**src/sv/svb_pkg.sv**
```systemverilog
// ----------------------------------------------------------------------------
// svb_pkg: shared types and constants for the stereo vu ballistics block
// widths, register codes, reset values, db scaling and the log2 fraction
// table generator used by the db lanes
// ----------------------------------------------------------------------------
package svb_pkg;

	// field and state widths
	localparam int AMP_W   = 16;                 // input amplitude, q12.4
	localparam int COEF_W  = 16;                 // q0.16 coefficients
	localparam int VAL_W   = 28;                 // tracked values, q12.16
	localparam int FRAC_W  = 16;                 // log2 fraction bits
	localparam int EXP_W   = 5;                  // signed integer part of log2
	localparam int LOG_W   = EXP_W + FRAC_W;     // signed log2, q5.16
	localparam int SCALE_W = 24;                 // signed db scale constant
	localparam int PROD_W  = LOG_W + SCALE_W;    // log2 times scale
	localparam int DB_W    = 11;                 // result in 1/16 db
	localparam int NUM_LANES = 4;
	localparam int IN_W    = NUM_LANES * AMP_W;
	localparam int OUT_W   = ((NUM_LANES * DB_W + 7) / 8) * 8;
	localparam int CFG_IDX_W = 2;

	// 16 * 20 * log10(2) in q.16
	localparam logic signed [SCALE_W-1:0] DB_SCALE = 24'sd6313057;
	localparam logic signed [DB_W-1:0] DB_MIN = -11'sd960;
	localparam logic signed [DB_W-1:0] DB_MAX = 11'sd48;

	// log2 exponent of the full-scale reference (2048 in q12.16 -> bit 27)
	localparam logic [EXP_W-1:0] REF_EXP = 5'd27;
	// amplitude floor 1.0 in q12.16
	localparam logic [VAL_W-1:0] ONE_Q16 = 28'h001_0000;
	localparam int FLOOR_BIT = 16;

	// default table resolution
	localparam int LOG_TABLE_BITS_DEF = 6;

	// configuration register codes
	typedef enum logic [CFG_IDX_W-1:0] {
		REG_ATTACK  = 2'd0,
		REG_RELEASE = 2'd1,
		REG_DECAY   = 2'd2
	} cfg_reg_t;

	localparam logic [COEF_W-1:0] ATTACK_RST  = 16'd19661;
	localparam logic [COEF_W-1:0] RELEASE_RST = 16'd3277;
	localparam logic [COEF_W-1:0] DECAY_RST   = 16'd39322;

	// stage enables handed to every db lane
	typedef struct packed {
		logic s2;
		logic s3;
	} lane_en_t;

	// floor(log2(1 + i / 2^bits) * 65536), by repeated squaring in q2.30
	function automatic logic [FRAC_W-1:0] log_frac_calc(input int unsigned bits,
			input int unsigned i);
		logic [63:0] x;
		logic [FRAC_W-1:0] r;
		x = 64'((64'd1 << bits) + 64'(i)) << (30 - bits);
		r = '0;
		for (int b = 0; b < FRAC_W; b++) begin
			x = (x * x) >> 30;
			r = {r[FRAC_W-2:0], 1'b0};
			if (x >= (64'd2 << 30)) begin
				r[0] = 1'b1;
				x = x >> 1;
			end
		end
		return r;
	endfunction

endpackage

```
**src/sv/svb_ballistics.sv**
```systemverilog
// ----------------------------------------------------------------------------
// svb_ballistics: attack/release level and peak hold for one channel
// state moves on every accepted frame and doubles as the first pipe stage
// ----------------------------------------------------------------------------
module svb_ballistics (
	input  logic                          clk,
	input  logic                          arst_n,
	input  logic                          load,
	input  logic [svb_pkg::AMP_W-1:0]     level_in,
	input  logic [svb_pkg::AMP_W-1:0]     peak_in,
	input  logic [svb_pkg::COEF_W-1:0]    attack_coeff,
	input  logic [svb_pkg::COEF_W-1:0]    release_coeff,
	input  logic [svb_pkg::COEF_W-1:0]    peak_decay,
	output logic [svb_pkg::VAL_W-1:0]     level_q,
	output logic [svb_pkg::VAL_W-1:0]     peak_q
);

	localparam int PW = svb_pkg::COEF_W + svb_pkg::VAL_W;

	logic [svb_pkg::VAL_W-1:0] x, p, diff, step, level_next, peak_next;
	logic [svb_pkg::COEF_W-1:0] coef;
	logic [PW-1:0] lvl_prod, pk_prod;
	logic rising;

	// smoothed level: move toward the new rms by attack or release
	always_comb begin
		x = {level_in, {(svb_pkg::VAL_W - svb_pkg::AMP_W){1'b0}}};
		rising = x > level_q;
		diff = rising ? (x - level_q) : (level_q - x);
		coef = rising ? attack_coeff : release_coeff;
		lvl_prod = PW'(coef) * PW'(diff);
		step = lvl_prod[PW-1:svb_pkg::COEF_W];
		level_next = rising ? (level_q + step) : (level_q - step);
	end

	// peak: jump up at once, otherwise decay
	always_comb begin
		p = {peak_in, {(svb_pkg::VAL_W - svb_pkg::AMP_W){1'b0}}};
		pk_prod = PW'(peak_q) * PW'(peak_decay);
		peak_next = (p > peak_q) ? p : pk_prod[PW-1:svb_pkg::COEF_W];
	end

	always_ff @(posedge clk or negedge arst_n) begin
		if (!arst_n) begin
			level_q <= '0;
			peak_q  <= '0;
		end else if (load) begin
			level_q <= level_next;
			peak_q  <= peak_next;
		end
	end

endmodule

```
**config.mk**
```make
export PLATFORM = sky130hd
export DESIGN_NAME = svb_ballistics
export DESIGN_NICKNAME = d
export VERILOG_FILES = /design/src/sv/svb_pkg.sv /design/src/sv/svb_ballistics.sv
export SDC_FILE = /design/constraint.sdc
export NUM_CORES = 2
export LEC_CHECK = 0
export BUFFER_PORTS_ARGS = -buffer_cell sky130_fd_sc_hd__clkbuf_2
export CELL_PAD_IN_SITES_DETAIL_PLACEMENT = 2
export CELL_PAD_IN_SITES_GLOBAL_PLACEMENT = 2
export CORE_MARGIN = 3
export CORE_UTILIZATION = 44
export DETAILED_ROUTE_END_ITERATION = 10
export PLACE_DENSITY = 0.95
export SLEW_MARGIN = 20
export SYNTH_ARGS = -nofsm -noshare
export SYNTH_HDL_FRONTEND = slang
export SYNTH_SLANG_ARGS = --single-unit
```
**constraint.sdc**
```tcl
create_clock -name clk -period 29.8 [get_ports clk]
set_input_delay 5.96 -clock clk [delete_from_list [all_inputs] [get_ports clk]]
set_output_delay 5.96 -clock clk [all_outputs]
set_load 0.01 [all_outputs]
```
* Word-level counts from Yosys, hierarchy flattened
Cells that the tools add are included.
** Word-level totals
- Bits in registers :: 56
** Cells by class
- Add/sub/neg operators :: 4
- $mul :: 2
- Magnitude comparators :: 2
- Multiplexer cells :: 4
** Operators with widths (number)
- $mux 28 :: 3
- $sub 28x28->28 :: 3
- $gt 28x28->1 :: 2
- $mul 16x28->44 :: 1
- $mul 28x16->44 :: 1
- $add 28x28->28 :: 1
- $mux 16 :: 1

* Longest topological paths before layout
- Depth after elaboration :: 5
- Gate-level depth with buffers :: 59
- Depth with buffers taken out :: 55

* Worst setup path after synthesis
No wires, ideal clock.
- Path type :: in2reg
- Start point :: input level_in[13] (netlist bit)
- End point :: register level_q[27] (netlist bit)
- Setup time :: 0.143 ns
- Buffers on the path :: 5
- Data arrival time :: 17.542 ns
- Required time :: 29.657 ns
- Path slack :: 12.115 ns
- Stages on the path :: 57
- Cell sequence :: inv_1 > ha_1 > buf_2 > nand4_2 > nor4_2 > nor3b_2 > nand4_2 > and2_1 > clkbuf_1 > nor2_1 > o2bb2ai_1 > a221oi_1 > o221ai_1 > a21boi_0 > o21ai_0 > xnor2_1 > clkbuf_1 > nand2_1 > (+21 left out) > nor4_1 > nor2_1 > xnor2_1 > ha_1 > and2_1 > nand2_1 > nor2_1 > a211oi_1 > o21ai_0 > a211oi_1 > o21bai_1 > a21oi_1 > clkbuf_1 > nor2_1 > o22ai_1 > o41ai_1 > a311oi_1 > o2111ai_1
** On the way
- Longest elaborated chain between the ends :: 5
- Elaborated cells on any way between the ends :: 9
** RTL lines
- from (decl) :: RTL line svb_ballistics.sv:9 : input logic [svb_pkg::AMP_W-1:0] level_in,
- $sub 28x28->28 or $gt 28x28->1 (tied branches) :: RTL line svb_ballistics.sv:29, svb_ballistics.sv:28
- $mux 28 or $mux 16 (tied branches) :: RTL line svb_ballistics.sv:29, svb_ballistics.sv:30
- $mul 16x28->44 :: RTL line svb_ballistics.sv:31 : lvl_prod = PW'(coef) * PW'(diff);
- $sub 28x28->28 or $add 28x28->28 (tied branches) :: RTL line svb_ballistics.sv:33 : level_next = rising ? (level_q + step) : (level_q - step);
- $mux 28 * :: RTL line svb_ballistics.sv:33
- to (signal assigned) :: RTL line svb_ballistics.sv:48 : level_q <= level_next;
- to (decl) :: RTL line svb_ballistics.sv:14 : output logic [svb_pkg::VAL_W-1:0] level_q,
Every way passes the cells marked *; elsewhere a longest branch is shown, timed or not.
A chain may end at the register's enable or synchronous reset.

* Worst setup path after layout
- Start point :: input level_in[11] (netlist bit)
- End point :: register level_q[27] (netlist bit)
The elaborated chain is that of the path after synthesis.

==> metrics.yaml <==
synth_area_leaders: "fa_1 43%, ha_1 11%, inv_1 9.4%"
htree_num_levels: 2
firstDrtPassIters: 5
areaGrowthSynthToFinish_pct: 5.48
grt-ovfl-total: 0
cts_resized: 0
async_flop_share_pct: 100
fillers: 8329
cts.clk_slew.worst_paths_ns: 0.09
grt_max_degree: 75
fmax_mhz: 46.5
grt_pass1_vias: 36800
synth_warnings: 0
skew_ns: 0.0256
max_stage_delay_ns: 0.93
finalHoldViolCount: 0
rows: 100
maxSlewViolCount: 0
die_h_um: 282
grt_usage_pct: 40.2
insertion_delay_ns: 0.36
r2r-end: "level_q[27]$_DFFE_PN0P_"
wirelength_um: 159000
synth_commonest_cells: "837 x inv_1, 742 x nand2_1, 724 x fa_1, 302 x ha_1, 210 x nor2_1"
status: "finished, final reports clean"
cap_viol_max_count: 0
placed_cell_area_um2: 35100
worst-slew-pin-transition_ns: 1.20
slew-limit-headroom_pct: 19.5
ys_types: 79
crit_arrival_ns: 21.70
cp_slowest_cell: "nor4_1"
reg2reg_depth: 50
post-cts-setup-buffer-count: 0
yosysTopAreaCell: "fa_1"
core_area_um2: 74800
synth_edf_count: 0
crit_path_frequent_cell: "inv_1"
drt-vias-per-instance: 6.11
place.gp.congestion: 0.893
multiInputGateArea_um2: 28300
nNetsFinal: 5083
finalSetupTns_ns: 0
wl_per_cell_um: 32.3
placement.io_buffers: 138
io_pins: 139
seq_area_um2: 1400
numCtsBuffers: 5
drtIter0Drc: 2434
fin_crit_ns: 21.50
num_vias: 30200
clockBufferDepth: 2
die_x_um: 282
grt_pass1_wl_um: 235000
critPathLaunch: "level_in[11]"
crit_path_end: "level_q[27]$_DFFE_PN0P_"
path_max_fanout: 39
avgSynthCellArea_um2: 8.44
critPathLaunchType: "input port"
seq_area_frac_synth_pct: 4.19
synth_area_um2: 33400
ys_seq_elements: 56
period_share_pct: 72.2
cts_sinks: 56
crit_path_end_kind: "register"
reg2reg_from: "level_q[27]$_DFFE_PN0P_"
cts_hold_buf: 0
rrSetupSlack_ns: 13.38
synth_most_common_cell: "inv_1"
worstSetupPathType: "input port to register"
holdCritPathClass: "register to register"
drc: 0
synth_flop_cell: "dfrtp_1"
setup_viol: 0
start_util_pct: 44.7
syn_nets: 5072
hpwlAfterDp_um: 129000
ant_nets: 0
final_layout_size_suffix_gt1_share_pct: 6.29
fin_area_um2: 35300
syn_inst: 3963
synth_top_area_share_pct: 43.3
rsz0062_at_grt: "no"
die-area_um2: 79400
tritoncts: "built"
cp.required_ns: 30.00
antenna_found_initial: 3
cts_root_buf: "clkbuf_16"
-- worst min path at each step --
stage,startpoint,end,depth (start not counted)
6_report,level_q[24]$_DFFE_PN0P_,level_q[24]$_DFFE_PN0P_,2
5_1_grt,level_q[24]$_DFFE_PN0P_,level_q[24]$_DFFE_PN0P_,2
4_1_cts,level_q[24]$_DFFE_PN0P_,level_q[24]$_DFFE_PN0P_,2
3_5_place_dp,level_q[24]$_DFFE_PN0P_,level_q[24]$_DFFE_PN0P_,2
3_3_place_gp,level_q[22]$_DFFE_PN0P_,level_q[22]$_DFFE_PN0P_,2
2_1_floorplan,level_q[12]$_DFFE_PN0P_,level_q[12]$_DFFE_PN0P_,2
-- cell type report --
type	count	share of cell area, %
antenna	1	0.00709
clock buffer	5	0.355
inverter	837	8.91
multi-input combinational	2882	80.1
sequential	56	3.98
tap	969	3.44
timing repair buffer	192	3.18
-- logic make-up (layout without fill, tap and decap cells) --
logic type,after synthesis,in the layout,synth area share (%)
simple gates,1301,1301,17.3
fa+ha+maj,1026,1026,54.6
buf+inv,1025,1034,11.5
compound gates,360,360,6.98
xor+xnor,145,145,3.80
flops,56,56,4.19
mux,50,50,1.54
other cells,0,1,0
-- metrics by stage --
| step | hold WS [ns] | instances | utilization (%) | setup WS [ns] |
|---|---|---|---|---|
| detailed placement | 0.721 | 4935 | 46.9 | 8.45 |
| global route | 0.742 | 4941 | 47.1 | 7.66 |
| finish | 0.738 | 4942 | 47.2 | 8.30 |
| CTS | 0.737 | 4940 | 47.1 | 8.52 |
| floorplan | 0.605 | 3963 | - | 12.12 |
| global placement | 0.654 | 4935 | 46.9 | 9.83 |
-- worst max-delay path: cells and delay by family --
kind            cells  cell delay (ns)
buf+inv             9             1.32
fa+ha+maj          10             4.43
xor+xnor            2             0.34
compound gates     11             3.25
simple gates       19             6.30
-- sequential cells by signal, summed over array words and instances, names as in the netlist --
register  cells
level_q      28
peak_q       28
-- metal layers --
layer	vias to the layer above	GRT usage (%)	wire (µm)
met5	-	0	32
met4	4	27.6	12800
met3	759	6.66	10700
met2	1744	70.1	79300
met1	15800	45.2	56500
li1	11900	-	-
-- cell usage in the layout (no fill, tap or decap), drive strengths merged, types with 8 or more instances in the layout --
master / count
buf: 56
nand2: 742
o21ai: 71
dfrtp: 56
mux2i: 41
and2: 183
xnor2: 85
nor2: 211
mux2: 9
nor3: 19
nor2b: 20
a21boi: 8
clkbuf: 141
nor4: 13
o31ai: 8
o22ai: 8
a211oi: 12
a21oi: 108
xor2: 60
or3: 8
a31oi: 10
nand3: 36
o21a: 12
fa: 724
a21o: 62
inv: 837
o21bai: 14
nand2b: 14
ha: 302
nand4: 17
and3: 17
Power is left out: the tool's default activity adds up to more than one toggle a clock period on the data nets, which glitch-free logic cannot reach.
