`config.mk`:
```
export PLATFORM = sky130hd
export DESIGN_NAME = svb_db_lane
export DESIGN_NICKNAME = d
export VERILOG_FILES = /design/src/sv/svb_pkg.sv /design/src/sv/svb_db_lane.sv
export SDC_FILE = /design/constraint.sdc
export NUM_CORES = 1
export LEC_CHECK = 0
export BUFFER_PORTS_ARGS = -buffer_cell sky130_fd_sc_hd__buf_4
export CAP_MARGIN = 0
export CORE_MARGIN = 4
export CORE_UTILIZATION = 44
export CTS_CLUSTER_DIAMETER = 80
export DETAILED_ROUTE_END_ITERATION = 10
export GPL_ROUTABILITY_DRIVEN = 0
export PLACE_DENSITY = 0.67
export SLEW_MARGIN = 30
export SYNTH_ARGS = -nofsm -noshare
export SYNTH_HDL_FRONTEND = slang
export SYNTH_SLANG_ARGS = --single-unit
```
`constraint.sdc`:
```
create_clock -name clk -period 7.3 [get_ports clk]
set_input_delay 0.365 -clock clk [delete_from_list [all_inputs] [get_ports clk]]
set_output_delay 0.365 -clock clk [all_outputs]
set_load 0.02 [all_outputs]
```
`src/sv/svb_pkg.sv`:
```
// ----------------------------------------------------------------------------
// svb_pkg: shared types and constants for the stereo vu ballistics block
// widths, register codes, reset values, db scaling and the log2 fraction
// table generator used by the db lanes
// ----------------------------------------------------------------------------
package svb_pkg;

	// field and state widths
	localparam int AMP_W   = 16;                 // input amplitude, q12.4
	localparam int COEF_W  = 16;                 // q0.16 coefficients
	localparam int VAL_W   = 28;                 // tracked values, q12.16
	localparam int FRAC_W  = 16;                 // log2 fraction bits
	localparam int EXP_W   = 5;                  // signed integer part of log2
	localparam int LOG_W   = EXP_W + FRAC_W;     // signed log2, q5.16
	localparam int SCALE_W = 24;                 // signed db scale constant
	localparam int PROD_W  = LOG_W + SCALE_W;    // log2 times scale
	localparam int DB_W    = 11;                 // result in 1/16 db
	localparam int NUM_LANES = 4;
	localparam int IN_W    = NUM_LANES * AMP_W;
	localparam int OUT_W   = ((NUM_LANES * DB_W + 7) / 8) * 8;
	localparam int CFG_IDX_W = 2;

	// 16 * 20 * log10(2) in q.16
	localparam logic signed [SCALE_W-1:0] DB_SCALE = 24'sd6313057;
	localparam logic signed [DB_W-1:0] DB_MIN = -11'sd960;
	localparam logic signed [DB_W-1:0] DB_MAX = 11'sd48;

	// log2 exponent of the full-scale reference (2048 in q12.16 -> bit 27)
	localparam logic [EXP_W-1:0] REF_EXP = 5'd27;
	// amplitude floor 1.0 in q12.16
	localparam logic [VAL_W-1:0] ONE_Q16 = 28'h001_0000;
	localparam int FLOOR_BIT = 16;

	// default table resolution
	localparam int LOG_TABLE_BITS_DEF = 6;

	// configuration register codes
	typedef enum logic [CFG_IDX_W-1:0] {
		REG_ATTACK  = 2'd0,
		REG_RELEASE = 2'd1,
		REG_DECAY   = 2'd2
	} cfg_reg_t;

	localparam logic [COEF_W-1:0] ATTACK_RST  = 16'd19661;
	localparam logic [COEF_W-1:0] RELEASE_RST = 16'd3277;
	localparam logic [COEF_W-1:0] DECAY_RST   = 16'd39322;

	// stage enables handed to every db lane
	typedef struct packed {
		logic s2;
		logic s3;
	} lane_en_t;

	// floor(log2(1 + i / 2^bits) * 65536), by repeated squaring in q2.30
	function automatic logic [FRAC_W-1:0] log_frac_calc(input int unsigned bits,
			input int unsigned i);
		logic [63:0] x;
		logic [FRAC_W-1:0] r;
		x = 64'((64'd1 << bits) + 64'(i)) << (30 - bits);
		r = '0;
		for (int b = 0; b < FRAC_W; b++) begin
			x = (x * x) >> 30;
			r = {r[FRAC_W-2:0], 1'b0};
			if (x >= (64'd2 << 30)) begin
				r[0] = 1'b1;
				x = x >> 1;
			end
		end
		return r;
	endfunction

endpackage

```
`src/sv/svb_db_lane.sv`:
```
// ----------------------------------------------------------------------------
// svb_db_lane: amplitude to 1/16 db for one value
// s2 leading-one log2 with fraction table, s3 scale multiply,
// rounding and clamp after s3
// ----------------------------------------------------------------------------
module svb_db_lane #(
	parameter int LOG_TABLE_BITS = svb_pkg::LOG_TABLE_BITS_DEF
) (
	input  logic                               clk,
	input  svb_pkg::lane_en_t                  en,
	input  logic [svb_pkg::VAL_W-1:0]          value,
	output logic signed [svb_pkg::DB_W-1:0]    db
);

	localparam int TAB_N = 1 << LOG_TABLE_BITS;
	localparam int RND_W = svb_pkg::PROD_W + 1;
	localparam int Q_W   = RND_W - 32;

	logic [svb_pkg::FRAC_W-1:0] frac_tab [TAB_N];

	// fraction table, fixed at elaboration
	for (genvar gi = 0; gi < TAB_N; gi++) begin : g_tab
		assign frac_tab[gi] = svb_pkg::log_frac_calc(LOG_TABLE_BITS, gi);
	end

	logic [svb_pkg::VAL_W-1:0] vf, shifted;
	logic [svb_pkg::EXP_W-1:0] e, sh, ed;
	logic [LOG_TABLE_BITS-1:0] idx;
	logic signed [svb_pkg::LOG_W-1:0] log_s2;
	logic signed [svb_pkg::PROD_W-1:0] prod_s3;
	logic signed [RND_W-1:0] rnd;
	logic signed [Q_W-1:0] q;

	// floor at 1.0, leading one, table index
	always_comb begin
		vf = (value < svb_pkg::ONE_Q16) ? svb_pkg::ONE_Q16 : value;
		e = svb_pkg::EXP_W'(svb_pkg::FLOOR_BIT);
		for (int i = svb_pkg::FLOOR_BIT; i < svb_pkg::VAL_W; i++) begin
			if (vf[i]) e = svb_pkg::EXP_W'(i);
		end
		sh = e - svb_pkg::EXP_W'(LOG_TABLE_BITS);
		shifted = vf >> sh;
		idx = shifted[LOG_TABLE_BITS-1:0];
		ed = e - svb_pkg::REF_EXP;
	end

	// log2 relative to full scale, then scale to 1/16 db
	always_ff @(posedge clk) begin
		if (en.s2) log_s2 <= {ed, frac_tab[idx]};
		if (en.s3) prod_s3 <= log_s2 * svb_pkg::DB_SCALE;
	end

	// round half up, clamp
	always_comb begin
		rnd = RND_W'(prod_s3) + (RND_W'(1) <<< 31);
		q = rnd[RND_W-1:32];
		if (q < Q_W'(svb_pkg::DB_MIN))
			db = svb_pkg::DB_MIN;
		else if (q > Q_W'(svb_pkg::DB_MAX))
			db = svb_pkg::DB_MAX;
		else
			db = q[svb_pkg::DB_W-1:0];
	end

endmodule

```
**Word-level counts from Yosys, hierarchy flattened**

Memories as Yosys holds them, arrays and structs flattened. A register that Yosys moved wholly into a read port is not among the register bits.
Cells that the tools add are included.

- Output and inout bits: 11
- Bits of input ports: 31
- Bits in read-only memories: 1,024
- Logic and storage cells: 29
- Register bits after elaboration: 66
- Memories: 1

- $mul: 1
- $add $sub $neg: 3
- Shift-type cells: 1
- Muxes and demuxes: 16
- Bitwise logic cells: 1
- $lt $le $gt $ge: 4

Memory list:

| name | depth | bits a word | read ports | clocked after Yosys merged registers in | write ports | line | RTL |
|---|---|---|---|---|---|---|---|
| (name not given) | 64 | 16 | 1 | 1 | 0 | svb_db_lane.sv:49 | `if (en.s2) log_s2 <= {ed, frac_tab[idx]};` |

Operators by type and width:

| operator | count |
|---|---|
| $mux W5 | 10 |
| $add A45 B33 Y46 const B | 1 |
| $mul A21 B24 Y45 const B | 1 |
| $mux W16 | 2 |
| $lt A28 B17 Y1 const B | 1 |
| $mux W28 | 1 |
| $shr A28 B5 Y6 | 1 |
| $mux W11 | 2 |
| $gt A14 B7 Y1 const B | 1 |
| $lt A14 B11 Y1 const B | 1 |
| $ge A7 B7 Y1 const B | 1 |
| $not A6 Y7 | 1 |
| $sub A5 B3 Y5 const B | 1 |
| $sub A5 B5 Y5 const B | 1 |
| $mux W1 | 1 |

**Logic depth before layout (Yosys ltp)**

- Depth in word-level cells: 19
- Gate-level depth with buffers: 24
- Gate-level depth less buffers: 24

**Worst setup path after synthesis**

Ideal clock, no wire load.

- Path kind: register to register
- Start: register log_s2[20] (netlist name)
- End: register prod_s3[43] (netlist name) (data pin)
- Setup time: 0.260 ns
- Period minus slack after synthesis: 6.610 ns
- Data required time: 7.040 ns
- Slack: 0.690 ns
- Data arrival time: 6.350 ns
- Buffers on the path: 0
- Stages on the path, launching flop included: 22
- Cells stage by stage: edfxtp_1 > fa_1 > inv_1 > fa_1 > fa_1 > fa_1 > fa_1 > inv_1 > fa_1 > inv_1 > fa_1 > inv_1 > ha_1 > o21a_1 > nor2_1 > or4_1 > o211a_1 > o31a_1 > o31a_1 > a21oi_1 > mux2i_1 > nand2_1

- Cells in the longest elaborated chain, start to end: 1

Ends and longest elaborated chain:

| element | line | RTL |
|---|---|---|
| start, declared | svb_db_lane.sv:29 | `logic signed [svb_pkg::LOG_W-1:0] log_s2;` |
| start signal, assigned | svb_db_lane.sv:49 |  |
| $mul A21 B24 Y45 | svb_db_lane.sv:50 | `if (en.s3) prod_s3 <= log_s2 * svb_pkg::DB_SCALE;` |
| end signal, assigned | svb_db_lane.sv:50 |  |
| end, declared | svb_db_lane.sv:30 | `logic signed [svb_pkg::PROD_W-1:0] prod_s3;` |

No other way between the ends.
A chain may end at the register's enable or synchronous reset.

**Worst setup path in the final report**

- Start: register log_s2[19] (netlist name)
- End: register prod_s3[44] (netlist name) (data pin)

The elaborated chain is that of the path after synthesis.

==> flow_summary.json <==
{
  "outcome": "finished clean",
  "die_w_um": 163.3,
  "dieArea_um2": 26660,
  "rsz0062_at_grt": "false",
  "cts_root_buffer": "clkbuf_16",
  "num_vias": 8840,
  "io_pins": 42,
  "required_ps": 7340,
  "cts_tree": "done",
  "overflow": 0,
  "final_area_um2": 11350,
  "routedWlPerCell_um": 17.36,
  "fin_nets": 1568,
  "final.setup_skew_ps": 3.560,
  "synth_top_area_share_pct": 27.13,
  "start_kind": "register",
  "antenna_found_initial": 0,
  "core_area_um2": 23610,
  "holdBufCountCts": 0,
  "syn-instance-count": 1198,
  "synth_top_area_cell": "ha_1",
  "fill_cells": 2279,
  "synth_warnings": 0,
  "drc": 0,
  "min_from": "en[0]",
  "post-route-period-util_pct": 94.64,
  "yosysMostFrequentCell": "ha_1",
  "finalHoldViolations": 0,
  "ant_nets": 0,
  "h-tree-depth": 2,
  "numCtsBuffers": 5,
  "worst_pin_slew_ps": 876.8,
  "synthFlopType": "edfxtp_1",
  "cp-end-kind": "register",
  "min_to": "prod_s3[38]",
  "rr_worst_depth": 22,
  "whs_path_depth": 1,
  "numClockSinks": 35,
  "synth_area_um2": 10610,
  "synth_fp_nets": 1553,
  "area_growth_pct": 6.958,
  "drt_iter0_markers": 722,
  "wl_mm": 26.61,
  "layout_min_cycle_time_ps": 6909,
  "clk_latency_ps": 290,
  "grt_use_total_pct": 20.13,
  "die-height_um": 163.3,
  "r2r_end": "prod_s3[44]",
  "cts_buffer_depth": 2,
  "num_antenna_cells": 0,
  "hp-class": "input port to register",
  "cp.arrival_ps": 6940,
  "rows": 56,
  "synth_edf_count": 35,
  "drive_above_1_share_pct": 8.072,
  "crit_fanout": 5,
  "fmax_mhz": 144.7,
  "startpoint": "log_s2[19]",
  "synthTopCellsByCount": "ha_1, inv_1, fa_1, nor2_1, nand2_1",
  "grt_pass1_wl_mm": 44.10,
  "timing.slew.headroom_pct": 41.12,
  "finalMaxSlewViolations": 0,
  "initial_core_util_pct": 44.93,
  "setup-tns-final_ps": 0,
  "syn_area_per_cell_um2": 8.856,
  "yosysSeqAreaShare_pct": 9.907,
  "ys_ff_latch": 35,
  "synth.area.top_cells": "ha_1, fa_1, edfxtp_1",
  "finish.utilization_pct": 48.06,
  "r2r-start": "log_s2[19]",
  "drt-pass1-iter-count": 5,
  "synth_cell_type_count": 85,
  "drv_cap": 0,
  "port_buffers": 41,
  "via_per_inst": 5.766,
  "synthArstFlopShare_pct": 0,
  "dp_hpwl_mm": 21.91,
  "reg2reg_slack_ps": 390,
  "grt_max_degree": 40,
  "setup_violations": 0,
  "place_area_um2": 11160,
  "path_class": "register to register",
  "grt_pass1_vias": 8780,
  "path_clk_slew_ps": 60
}
## layer usage
layer / global-route usage [%] / vias to the layer above / routed length, µm / part of all wire [%]
li1: - / 4251 / - / -
met1: 26.63 / 4198 / 11530 / 43
met2: 35.15 / 335 / 12910 / 49
met3: 1.918 / 56 / 1516 / 5.7
met4: 5.681 / 0 / 648 / 2.4
met5: 0 / - / 0 / 0
## worst max path at each step
| stage | endpoint | slack (ps) | cells after the start |
|---|---|---|---|
| 3_3_place_gp | prod_s3[43] | 500 | 21 |
| 5_1_grt | prod_s3[44] | 7 | 22 |
| 6_report | prod_s3[44] | 390 | 22 |
| 3_5_place_dp | prod_s3[44] | 240 | 22 |
| 4_1_cts | prod_s3[44] | 230 | 22 |
| 2_1_floorplan | prod_s3[43] | 690 | 21 |
## logic make-up after synthesis
| logic type | count (synthesis) | share of synthesized area [%] |
|---|---|---|
| flops | 35 | 9.907 |
| xor+xnor | 30 | 2.477 |
| simple gates | 237 | 11.00 |
| fa+ha+maj | 324 | 44.86 |
| compound gates | 281 | 18.72 |
| mux | 25 | 2.996 |
| buf+inv | 266 | 10.04 |
## sequential cells by signal (all words and copies together), names as in the netlist
register	flops
log_s2	21
prod_s3	14
## critical path, stage by stage (launching register included)
cell and delay (ps):
edfxtp_1 480, fa_1 460, inv_1 130, fa_1 440, fa_1 480, fa_1 520
fa_1 550, inv_1 60, fa_1 530, inv_1 60, fa_1 530, inv_1 40
ha_1 300, a211oi_1 250, nand2_1 110, a211o_1 280, a21oi_1 170, o211a_1 250
o21ai_0 170, nor4b_2 370, o211ai_1 150, a31oi_1 240, xnor2_1 100
## layout by cell type, fill, tap and decap left out, types with 6 or more instances in the layout
| cell type | instances |
|---|---|
| o21ai_0 | 51 |
| ha_1 | 230 |
| inv_1 | 218 |
| a32oi_1 | 6 |
| a211o_1 | 12 |
| and2_1 | 6 |
| a21oi_1 | 48 |
| xnor2_1 | 23 |
| nor3_1 | 15 |
| o21a_1 | 9 |
| nand3_1 | 33 |
| xor2_1 | 7 |
| o22ai_1 | 16 |
| a31oi_1 | 12 |
| a221oi_1 | 6 |
| nand4_1 | 10 |
| o221ai_1 | 6 |
| a21o_1 | 10 |
| o22a_1 | 6 |
| o31ai_1 | 8 |
| mux2i_1 | 16 |
| o211ai_1 | 30 |
| buf_4 | 52 |
| fa_1 | 94 |
| a211oi_1 | 13 |
| nor2_1 | 67 |
| edfxtp_1 | 35 |
| nand2_1 | 60 |
## repair_timing
item,CTS,global route
gates resized for setup,0,1
setup endpoints to repair,0,1
setup buffers,0,1
## per-stage QoR
step / hold slack (ps) / cells / worst slack (ps)
floorplan: 477.5 / 1198 / 689.9
global placement: 732.3 / 1524 / 495.1
detailed placement: 728.0 / 1524 / 235.4
CTS: 429.9 / 1532 / 233.7
global route: 444.0 / 1533 / 7.386
finish: 432.1 / 1533 / 391.1
## area by class of cell
type / count / area (µm²) / area share [%]
multi-input combinational: 897 / 8502 / 74.93
sequential: 35 / 1051 / 9.262
inverter: 222 / 835.8 / 7.366
tap: 319 / 399.1 / 3.517
timing repair buffer: 52 / 390.4 / 3.440
clock buffer: 5 / 125.1 / 1.103
clock inverter: 3 / 43.79 / 0.3859
Power is left out: the tool's default activity adds up to more than one toggle a clock period on the data nets, which glitch-free logic cannot reach.
